File: src/rtl/core/positional_list_engine_unit_macros.svh
// Assertion macros for the positional list engine.
// Used by positional_list_engine_unit; expects clk and rst in scope.
`ifndef POSITIONAL_LIST_ENGINE_UNIT_MACROS_SVH
`define POSITIONAL_LIST_ENGINE_UNIT_MACROS_SVH

// Property that must hold on every clock edge outside reset.
`define PLE_ASSERT(lbl, expr, msg) \
  lbl: assert property (@(posedge clk) disable iff (rst) (expr)) else $error(msg);

// Implication whose consequent is checked in the next cycle.
`define PLE_ASSERT_NEXT(lbl, ante, cons, msg) \
  lbl: assert property (@(posedge clk) disable iff (rst) (ante) |=> (cons)) else $error(msg);

`endif

File: src/rtl/core/ple_pkg.sv
// Shared constants and helpers for the positional list engine.
// No dependencies.
`default_nettype none

package ple_pkg;

  localparam int CAPACITY   = 64;
  localparam int DATA_WIDTH = 32;
  localparam int ADDR_W     = $clog2(CAPACITY);
  localparam int CNT_W      = $clog2(CAPACITY + 1);
  localparam int POS_W      = ((CNT_W > 7) ? CNT_W : 7) + 1;

  localparam logic [1:0] REQ_INSERT = 2'd0;
  localparam logic [1:0] REQ_DELETE = 2'd1;
  localparam logic [1:0] REQ_READ   = 2'd2;

  localparam logic [1:0] PLACE_AT    = 2'd0;
  localparam logic [1:0] PLACE_FRONT = 2'd1;
  localparam logic [1:0] PLACE_BACK  = 2'd2;

  localparam logic [1:0] ST_OK     = 2'd0;
  localparam logic [1:0] ST_BADPOS = 2'd1;
  localparam logic [1:0] ST_EMPTY  = 2'd2;
  localparam logic [1:0] ST_FULL   = 2'd3;

  typedef logic [DATA_WIDTH-1:0] data_t;

  // Sign-extend a stored entry and keep 32 bits for the result port.
  function automatic logic [31:0] to_read_field(input data_t v);
    logic signed [63:0] w;
    w = 64'(signed'(v));
    return w[31:0];
  endfunction

endpackage

`default_nettype wire

File: src/rtl/core/ple_ram.sv
// Generic simple dual-port RAM: one write port, one registered read port.
// No dependencies.
`default_nettype none

module ple_ram #(
  parameter int WIDTH = 32,
  parameter int DEPTH = 64
) (
  input  wire logic                     clk,
  input  wire logic                     we,
  input  wire logic [$clog2(DEPTH)-1:0] waddr,
  input  wire logic [WIDTH-1:0]         wdata,
  input  wire logic [$clog2(DEPTH)-1:0] raddr,
  output      logic [WIDTH-1:0]         rdata
);

  logic [WIDTH-1:0] mem [DEPTH];

  always_ff @(posedge clk) begin
    if (we) begin
      mem[waddr] <= wdata;
    end
    rdata <= mem[raddr];
  end

endmodule

`default_nettype wire

File: src/rtl/core/positional_list_engine_unit.sv
// Positional list engine: ordered list of up to CAPACITY entries kept in one RAM.
// Depends on ple_pkg, ple_ram and positional_list_engine_unit_macros.svh.
//
// A request beat is taken when start is high and busy is low. Its result shows
// on status, read_value and count for exactly one cycle with done high; the
// receiver cannot stall, and a new request may be started in that same cycle.
// Flagged requests, a back insert and a delete of the last entry finish
// straight from idle; a read passes through S_RD for its registered RAM
// read. Other inserts and deletes first move the entries behind the position
// one per cycle through the single write port of the entry RAM.
`default_nettype none
`include "positional_list_engine_unit_macros.svh"

module positional_list_engine_unit
  import ple_pkg::*;
(
  input  wire logic        clk,
  input  wire logic        rst,
  input  wire logic        start,
  output      logic        busy,
  input  wire logic [1:0]  req_type,
  input  wire logic [1:0]  place,
  input  wire logic [6:0]  position,
  input  wire logic [31:0] value,
  output      logic        done,
  output      logic [1:0]  status,
  output      logic [31:0] read_value,
  output      logic [6:0]  count
);

  localparam logic [2:0] S_IDLE    = 3'd0;
  localparam logic [2:0] S_INS     = 3'd1;
  localparam logic [2:0] S_INS_FIN = 3'd2;
  localparam logic [2:0] S_INS_PUT = 3'd3;
  localparam logic [2:0] S_DEL     = 3'd4;
  localparam logic [2:0] S_DEL_FIN = 3'd5;
  localparam logic [2:0] S_RD      = 3'd6;

  logic [2:0]       state, state_next;
  logic [CNT_W-1:0] entries;
  logic [ADDR_W-1:0] rd_ptr, stop_ptr, wb_addr;
  logic             wb_pend;
  data_t            hold_data;

  logic             we;
  logic [ADDR_W-1:0] waddr, raddr;
  data_t            wdata, rdata;

  logic [POS_W-1:0] cnt_ext, pos, pos_m1, cnt_m1;
  logic [1:0]       dec_status;
  logic [ADDR_W-1:0] pos_idx, last_idx;
  logic             accept;

  ple_ram #(
    .WIDTH(DATA_WIDTH),
    .DEPTH(CAPACITY)
  ) u_store (
    .clk  (clk),
    .we   (we),
    .waddr(waddr),
    .wdata(wdata),
    .raddr(raddr),
    .rdata(rdata)
  );

  assign busy   = (state != S_IDLE);
  assign accept = start && !busy;
  assign count  = 7'(entries);

  // Request decode
  always_comb begin
    cnt_ext = POS_W'(entries);
    cnt_m1  = cnt_ext - POS_W'(1);
    if (place == PLACE_FRONT) begin
      pos = POS_W'(1);
    end else if (place == PLACE_BACK) begin
      pos = (req_type == REQ_INSERT) ? cnt_ext + POS_W'(1) : cnt_ext;
    end else begin
      pos = POS_W'(position);
    end
    pos_m1   = pos - POS_W'(1);
    pos_idx  = pos_m1[ADDR_W-1:0];
    last_idx = cnt_m1[ADDR_W-1:0];

    priority if ((req_type != REQ_INSERT && req_type != REQ_DELETE &&
                  req_type != REQ_READ) ||
                 (place != PLACE_AT && place != PLACE_FRONT && place != PLACE_BACK)) begin
      dec_status = ST_BADPOS;
    end else if (req_type == REQ_INSERT) begin
      if (pos == '0 || pos > cnt_ext + POS_W'(1)) begin
        dec_status = ST_BADPOS;
      end else if (entries == CNT_W'(CAPACITY)) begin
        dec_status = ST_FULL;
      end else begin
        dec_status = ST_OK;
      end
    end else if (entries == '0) begin
      dec_status = ST_EMPTY;
    end else if (pos == '0 || pos > cnt_ext) begin
      dec_status = ST_BADPOS;
    end else begin
      dec_status = ST_OK;
    end
  end

  // RAM port control
  always_comb begin
    we    = 1'b0;
    waddr = wb_addr;
    wdata = rdata;
    raddr = rd_ptr;
    state_next = state;
    unique case (state)
      S_IDLE: begin
        raddr = pos_idx;
        if (accept && dec_status == ST_OK) begin
          if (req_type == REQ_INSERT) begin
            if (pos == cnt_ext + POS_W'(1)) begin
              we    = 1'b1;
              waddr = pos_idx;
              wdata = DATA_WIDTH'($unsigned(value));
            end else begin
              state_next = S_INS;
            end
          end else if (req_type == REQ_DELETE) begin
            if (pos != cnt_ext) begin
              state_next = S_DEL;
            end
          end else begin
            state_next = S_RD;
          end
        end
      end
      S_INS: begin
        we = wb_pend;
        if (rd_ptr == stop_ptr) begin
          state_next = S_INS_FIN;
        end
      end
      S_INS_FIN: begin
        we = 1'b1;
        state_next = S_INS_PUT;
      end
      S_INS_PUT: begin
        we    = 1'b1;
        waddr = stop_ptr;
        wdata = hold_data;
        state_next = S_IDLE;
      end
      S_DEL: begin
        we = wb_pend;
        if (rd_ptr == last_idx) begin
          state_next = S_DEL_FIN;
        end
      end
      S_DEL_FIN: begin
        we = 1'b1;
        state_next = S_IDLE;
      end
      S_RD: begin
        state_next = S_IDLE;
      end
      default: begin
        state_next = S_IDLE;
      end
    endcase
  end

  always_ff @(posedge clk) begin
    if (rst) begin
      state   <= S_IDLE;
      entries <= '0;
      done    <= 1'b0;
      wb_pend <= 1'b0;
    end else begin
      state <= state_next;
      done  <= 1'b0;
      unique case (state)
        S_IDLE: begin
          wb_pend <= 1'b0;
          if (accept) begin
            hold_data <= DATA_WIDTH'($unsigned(value));
            stop_ptr  <= pos_idx;
            if (req_type == REQ_INSERT) begin
              rd_ptr <= last_idx;
            end else begin
              rd_ptr <= pos[ADDR_W-1:0];
            end
            if (dec_status != ST_OK || state_next == S_IDLE) begin
              done       <= 1'b1;
              status     <= dec_status;
              read_value <= '0;
              if (dec_status == ST_OK) begin
                if (req_type == REQ_INSERT) begin
                  entries <= entries + CNT_W'(1);
                end else begin
                  entries <= entries - CNT_W'(1);
                end
              end
            end
          end
        end
        S_INS: begin
          wb_pend <= 1'b1;
          wb_addr <= rd_ptr + ADDR_W'(1);
          rd_ptr  <= rd_ptr - ADDR_W'(1);
        end
        S_INS_FIN: begin
          wb_pend <= 1'b0;
        end
        S_INS_PUT: begin
          entries    <= entries + CNT_W'(1);
          done       <= 1'b1;
          status     <= ST_OK;
          read_value <= '0;
        end
        S_DEL: begin
          wb_pend <= 1'b1;
          wb_addr <= rd_ptr - ADDR_W'(1);
          rd_ptr  <= rd_ptr + ADDR_W'(1);
        end
        S_DEL_FIN: begin
          wb_pend    <= 1'b0;
          entries    <= entries - CNT_W'(1);
          done       <= 1'b1;
          status     <= ST_OK;
          read_value <= '0;
        end
        S_RD: begin
          done       <= 1'b1;
          status     <= ST_OK;
          read_value <= to_read_field(rdata);
        end
        default: begin
          wb_pend <= 1'b0;
        end
      endcase
    end
  end

  `PLE_ASSERT(a_count_bound, entries <= CNT_W'(CAPACITY), "entry count above capacity")
  `PLE_ASSERT(a_done_idle, !done || !busy, "result beat while a request is in flight")
  `PLE_ASSERT(a_count_hold, done || $past(rst) || $stable(entries), "count moved without result")
  `PLE_ASSERT_NEXT(a_busy_no_start, busy && !done, !done || state == S_IDLE, "result outside idle")

endmodule

`default_nettype wire

File: config.mk
export PLATFORM = sky130hd
export DESIGN_NAME = positional_list_engine_unit
export DESIGN_NICKNAME = d
export VERILOG_FILES = /design/src/rtl/core/ple_pkg.sv /design/src/rtl/core/ple_ram.sv /design/src/rtl/core/positional_list_engine_unit.sv
export VERILOG_INCLUDE_DIRS = /design/src /design/src/rtl/core
export SDC_FILE = /design/constraint.sdc
export NUM_CORES = 2
export LEC_CHECK = 0
export ABC_AREA = 1
export BUFFER_PORTS_ARGS = -buffer_cell sky130_fd_sc_hd__buf_2
export CORE_ASPECT_RATIO = 0.8
export CORE_MARGIN = 5
export CORE_UTILIZATION = 50
export CTS_CLUSTER_DIAMETER = 80
export DETAILED_ROUTE_END_ITERATION = 12
export PLACE_DENSITY = 0.69
export SLEW_MARGIN = 25
export SYNTH_ARGS = -nofsm -noshare
export SYNTH_HDL_FRONTEND = slang
export SYNTH_SLANG_ARGS = --single-unit
export TNS_END_PERCENT = 100
File: constraint.sdc
create_clock -name clk -period 10.61 [get_ports clk]
set_input_delay 1.061 -clock clk [delete_from_list [all_inputs] [get_ports clk]]
set_output_delay 1.061 -clock clk [all_outputs]
set_load 0.02 [all_outputs]
### Yosys cells after proc, flatten, opt, wreduce, memory -nomap -nowiden

Memories as Yosys holds them, arrays and structs flattened. A register that Yosys moved wholly into a read port is not among the register bits.
Index checks and enable logic that the tools add are counted.

* register bits: 96
* memory bits (writable): 2048
* bits of input ports: 46
* output and inout bits: 43
* logic and storage cells: 130
* memories: 1

Memories
* u_store.mem: words 64, bits a word 32, rd ports 1, clocked after memory_dff 1, wr ports 1, RTL line ple_ram.sv:17 `logic [WIDTH-1:0] mem [DEPTH];`

* add/sub/neg operators: 7
* order comparisons: 2
* eq/ne operators: 21
* muxes and demuxes: 51
* bitwise logic cells: 1
* reduce and logical (&&, ||, !) cells: 37

Operators with widths (count)
* 2-to-1 mux 32 bit: 5
* one-hot mux 32 bit (3 select lines): 1
* one-hot mux 32 bit (2 select lines): 1
* 2-to-1 mux 6 bit: 6
* 2-to-1 mux 7 bit: 4
* 2-to-1 mux 8 bit: 3
* one-hot mux 6 bit (2 select lines): 2
* 2-to-1 mux 3 bit: 7
* one-hot mux 7 bit (3 select lines): 1
* one-hot mux 6 bit (3 select lines): 1
* subtractor 6 x 1 -> 6 bit, second input constant: 3
* 2-to-1 mux 2 bit: 7
* equality test 6 bit: 2
* one-hot mux 3 bit (4 select lines): 1
* AND reduction 4 bit: 3
* nonzero test 3 bit: 4
* inequality test 2 bit, second input constant: 5
* nonzero test 2 bit: 5
* equality test 3 bit, second input constant: 3
* adder 7 x 1 -> 8 bit, second input constant: 1
* equality test 8 bit: 1
* greater-than comparator 8 x 7 -> 1 bit: 1
* greater-than comparator 8 bit: 1
* zero test 8 bit: 1
* 25 further kinds: 50

### Logic depth before layout (Yosys ltp)

* depth after elaboration: 19
* depth in mapped cells: 33
* gate-level depth less buffers: 32

### Hierarchy

From an unflattened synthesis, not the netlist that was laid out.

* cells, all modules: 7525
* area, all modules: 89009.1 um2

Modules (own cells, without submodules)
* ple_ram: instances 1, cells each 6769, area an instance 82738.1 um2, seq. area each 62139.6 um2
* positional_list_engine_unit: instances 1, cells each 756, area an instance 6271.0 um2, seq. area each 2762.6 um2

### Least setup slack after synthesis

Ideal clock, no wire load.

* path kind: input -> register
* start point: input req_type[1]
* end point: memory u_store.mem[6][0] (enable)
* library setup time: 421 ps
* arrival time: 5473 ps
* data required time: 10189 ps
* slack: 4716 ps
* stages: 24
* buffers on the path: 2
* path through: nor2_4 -> inv_2 -> buf_4 -> ha_1 -> nand2_1 -> nand3_1 -> inv_1 -> ha_1 -> nor4_1 -> nand3_1 -> nand2_1 -> nand2_1 -> nand2_1 -> nand2_1 -> a21oi_4 -> nand2_4 -> nor2_8 -> buf_8 -> o211ai_2 -> nand2_1 -> nand2_4 -> nor2_2 -> nand3_2 -> nor2_1

* elaborated cells on any way between the ends: 34
* those cells by class: add/sub: 1; order compare: 2; eq/ne: 3; mux: 18; reduce/logical: 10

RTL lines
* start, declared: RTL line positional_list_engine_unit.sv:21 `input wire logic [1:0] req_type,`
* zero test 2 bit: RTL line positional_list_engine_unit.sv:77 `pos = (req_type == REQ_INSERT) ? cnt_ext + POS_W'(1) : cnt_ext;`
* 2-to-1 mux 8 bit: RTL line positional_list_engine_unit.sv:77
* 2-to-1 mux 8 bit: RTL line positional_list_engine_unit.sv:76 `end else if (place == PLACE_BACK) begin`
* 2-to-1 mux 8 bit: RTL line positional_list_engine_unit.sv:74 `if (place == PLACE_FRONT) begin`
* subtractor 6 x 1 -> 6 bit: RTL line positional_list_engine_unit.sv:81 `pos_m1 = pos - POS_W'(1);`
* via pos_m1[0]: RTL line positional_list_engine_unit.sv:49 `logic [POS_W-1:0] cnt_ext, pos, pos_m1, cnt_m1;`
* 2-to-1 mux 6 bit: RTL line positional_list_engine_unit.sv:118 `if (pos == cnt_ext + POS_W'(1)) begin`
* 2-to-1 mux 6 bit: RTL line positional_list_engine_unit.sv:117 `if (req_type == REQ_INSERT) begin`
* 2-to-1 mux 6 bit: RTL line positional_list_engine_unit.sv:116 `if (accept && dec_status == ST_OK) begin`
* one-hot mux 6 bit (2 select lines): RTL line positional_list_engine_unit.sv:113 `unique case (state)`
* end, declared: RTL line ple_ram.sv:17

The timed path passes the listed nets, and every way through them passes these cells.

### Final worst setup path

* start point: register entries[0] (netlist: count[0])
* end point: memory u_store.mem[60][12] (enable)

* longest elaborated chain between the ends: 16
* elaborated cells on any way between the ends: 31
* those cells by class: add/sub: 2; order compare: 2; eq/ne: 2; mux: 19; reduce/logical: 6

RTL lines
* start, declared: RTL line positional_list_engine_unit.sv:40 `logic [CNT_W-1:0] entries;`
* start signal, assigned: RTL line positional_list_engine_unit.sv:195 `entries <= entries + CNT_W'(1);`
* start signal, assigned: RTL line positional_list_engine_unit.sv:197 `entries <= entries - CNT_W'(1);`
* start signal, assigned: RTL line positional_list_engine_unit.sv:212 `entries <= entries + CNT_W'(1);`
* adder 7 x 1 -> 8 bit: RTL line positional_list_engine_unit.sv:77, positional_list_engine_unit.sv:90, positional_list_engine_unit.sv:118
* 2-to-1 mux 8 bit: RTL line positional_list_engine_unit.sv:77
* 2-to-1 mux 8 bit: RTL line positional_list_engine_unit.sv:76
* 2-to-1 mux 8 bit: RTL line positional_list_engine_unit.sv:74
* greater-than comparator 8 x 7 -> 1 bit / zero test 8 bit (equally long branches): RTL line positional_list_engine_unit.sv:99, positional_list_engine_unit.sv:90
* logical OR 1 bit: RTL line positional_list_engine_unit.sv:99 `end else if (pos == '0 || pos > cnt_ext) begin`
* 2-to-1 mux 1 bit: RTL line positional_list_engine_unit.sv:99
* 2-to-1 mux 2 bit: RTL line positional_list_engine_unit.sv:97 `end else if (entries == '0) begin`
* 2-to-1 mux 2 bit: RTL line positional_list_engine_unit.sv:89 `end else if (req_type == REQ_INSERT) begin`
* 2-to-1 mux 2 bit: RTL line positional_list_engine_unit.sv:85 `priority if ((req_type != REQ_INSERT && req_type != REQ_DELETE &&`
* zero test 2 bit: RTL line positional_list_engine_unit.sv:116
* logical AND 1 bit: RTL line positional_list_engine_unit.sv:116
* 2-to-1 mux 1 bit: RTL line positional_list_engine_unit.sv:116
* one-hot mux 1 bit (3 select lines): RTL line positional_list_engine_unit.sv:113
* 2-to-1 mux 1 bit: RTL line ple_ram.sv:20 `if (we) begin`
* 2-to-1 mux 1 bit (implied by the code): RTL line ple_ram.sv:21 `mem[waddr] <= wdata;`

Parallel ways exist; a longest one is shown, timed or not.

==> impl_results.md <==
- Clock tree buffer depth: 3
- Startpoint Class: flip-flop
- Combinational family with the most area after synthesis: compound AO/OA/AOI/OAI gates
- WS Path Type: reg2reg
- Top cells by instance count after synthesis: edfxtp_1 (2132), nor2_1 (1430), o21ai_0 (1330)
- Die height: 383 µm
- Fin. Hold Viols: 0
- Ys Warns: 0
- Total grt overflow: 0
- Adder-Cell Fraction of Synth Area: 0.325%
- Post-Syn Area: 87000 µm²
- Synth Register Bits: 2176
- Ys flop type: edfxtp_1
- Largest area contributor in the netlist: edfxtp_1
- Worst Setup SP: count[0]
- Most frequent cell after synthesis: edfxtp_1
- Yosys top cell area share: 73.6%
- Max Freq: 141 MHz
- Initial antenna violation count: 14
- Crit path DAT: 7520 ps
- Fin crit share: 66.6%
- Crit end category: flip-flop
- RSZ-0062 raised after global routing: false
- Final Wtd Congestion: 0.946
- Mean Syn Cell Area: 12.8 µm²
- GRT Overall Usage: 27.3%
- Via/cell ratio: 6.32
- Nets: 6830
- Minimum clock period after layout: 7070 ps
- IO Pins: 89
- Largest cells by area after synthesis: edfxtp_1 (74%), o21ai_0 (7.7%), nor2_1 (6.2%)
- Worst hold-check path type: in2reg
- Post-Syn Nets: 6843
- Root buffer cell: clkbuf_16
- Core Box Area: 172000 µm²
- Clk_lat worst skew: 850 ps
- Max-cap violations: 0
- Layout overhead on the synthesized area: 12.0%
- CTS tree: yes
- Worst Path Required: 11060 ps
- DR vias: 58.2k
- Simple-Gate Fraction of Synth Area: 8.07%
- Die area: 182000 µm²
- Post-CTS setup buffer count: 0
- Multiplexer share of the synthesized area: 0.0345%
- RR Startpoint: count[0]
- Final wirelength: 257 mm
- Vias in the first global route: 53.1k
- First-pass GRT wire length: 370 mm
- Setup_tns: 0 ps
- DRC: 0
- EDFF count, synth: 2132
- Dpl cells: 8815
- Final ANT Viol Nets: 0
- Drt pass-1 iters: 7
- Num CTS Buffers: 199
- Cell with the most instances on the worst path: nand2_1
- Pin count of the biggest net entering global routing: 160
- Relative slew margins: 25.6%
- Post-CTS Resized: 0
- Critical path's slowest cell: nor2_4
- Synth Area in Compound Gates: 14.0%
- Sequential share of the synthesized area: 74.6%
- Worst-Margin Slew: 1110 ps
- XOR/XNOR Fraction of Synth Area: 0.272%
- Async SR Flop Fraction: 0%
- Post-Syn Instances: 6775
- Die width: 476 µm
- Max-slew violations: 0
- Largest stage delay, worst path: 1040 ps
- Share of cells above drive strength 1: 9.96%
- Number of H-tree levels: 4
- WL/cell: 27.9 µm
- Initial DRC Count: 9267
- Highest net fanout along the worst path: 43
- Sink Count: 2176
- Worst-path clk slew: 70 ps
- Status: finished, final reports clean
- PortBufs: 88
- Synth cell types: 52
- Hold_sp: value[3]
- Initial Utilization: 50.5%
- Hold WS: 413 ps
- Hold-fix buffers, CTS: 0
- FP Rows: 136
- Endpoints failing setup: 0
- Max Clock Skew: 24.5 ps
- DPL Wire Length: 147 mm
- Finished Layout Cells: 9211
[flip-flops by register name, indices dropped and copies added, names as in the netlist]
signal / count
count: 7
done: 1
hold_data: 32
rd_ptr: 6
read_value: 32
state: 3
status: 2
stop_ptr: 6
u_store.mem: 2048
u_store.rdata: 32
wb_addr: 6
wb_pend: 1
[layer usage]
layer	global-route usage (%)	share of wire (%)	routed length, µm	up-vias
met5	0	0.0078	20	-
met4	9.42	3.5	8930	2
met3	8.57	14	35200	422
met2	38.8	43	110000	3796
met1	40.1	40	103000	28789
li1	-	-	-	25229
[layout make-up]
type	instances	area (µm²)
clock inverters	122	1160
multi-input cells	3989	20300
repair buffers	263	2500
flip-flops and latches	2176	64900
fillers	13625	75000
diodes	4	10.0
clock buffers	247	5200
well taps	2277	2850
inverters	133	528
[critical path, delay by kind of cell (launching register included)]
family / cells / cell delay (ps)
flops: 1 / 650
simple gates: 19 / 3620
fa+ha+maj: 2 / 650
buf+inv: 5 / 1000
compound gates: 5 / 700
[final timing paths]
kind                               to  cells past startpoint  slack, ps
hold / removal           hold_data[3]                      1        410
setup reg to reg  u_store.mem[60][12]                     31       3540
hold reg to reg               wb_pend                      2        500
setup / recovery  u_store.mem[60][12]                     31       3540
[cells in the final DEF, fill, tap and decap left out, types with 14 or more instances in the layout]
| master | instances |
|---|---|
| nand2_1 | 219 |
| o21ai_1 | 18 |
| nand4_1 | 16 |
| nor2_4 | 69 |
| dfxtp_1 | 44 |
| clkbuf_1 | 45 |
| nand3_1 | 30 |
| o21ai_0 | 1326 |
| buf_12 | 32 |
| clkinv_2 | 44 |
| xor2_1 | 21 |
| edfxtp_1 | 2132 |
| bufinv_16 | 16 |
| inv_1 | 114 |
| clkbuf_16 | 200 |
| o22ai_1 | 590 |
| buf_16 | 17 |
| buf_4 | 123 |
| a22oi_1 | 14 |
| o211ai_1 | 65 |
| clkinv_1 | 43 |
| o221ai_1 | 33 |
| buf_2 | 89 |
| a221oi_1 | 16 |
| nor2_1 | 1371 |
| a21oi_1 | 98 |
| ha_1 | 21 |
[through the flow]
step	utilization, %	instance area (µm²)	setup WS, ps
2_1_floorplan	-	87000	4720
3_3_place_gp	52.3	90200	3500
3_5_place_dp	52.5	90600	3350
4_1_cts	56.2	96900	3670
5_1_grt	56.5	97400	3160
6_report	56.5	97400	3540
[cells by family (layout without fill, tap and decap cells)]
group / after synthesis / in the layout
compound gates: 2182 / 2182
other cells: 0 / 4
simple gates: 1755 / 1755
buf+inv: 610 / 765
flops: 2176 / 2176
fa+ha+maj: 22 / 22
xor+xnor: 27 / 27
mux: 3 / 3
Power is not shown: default switching activity piles up to over one toggle a cycle in this logic, so the estimate is an artifact.
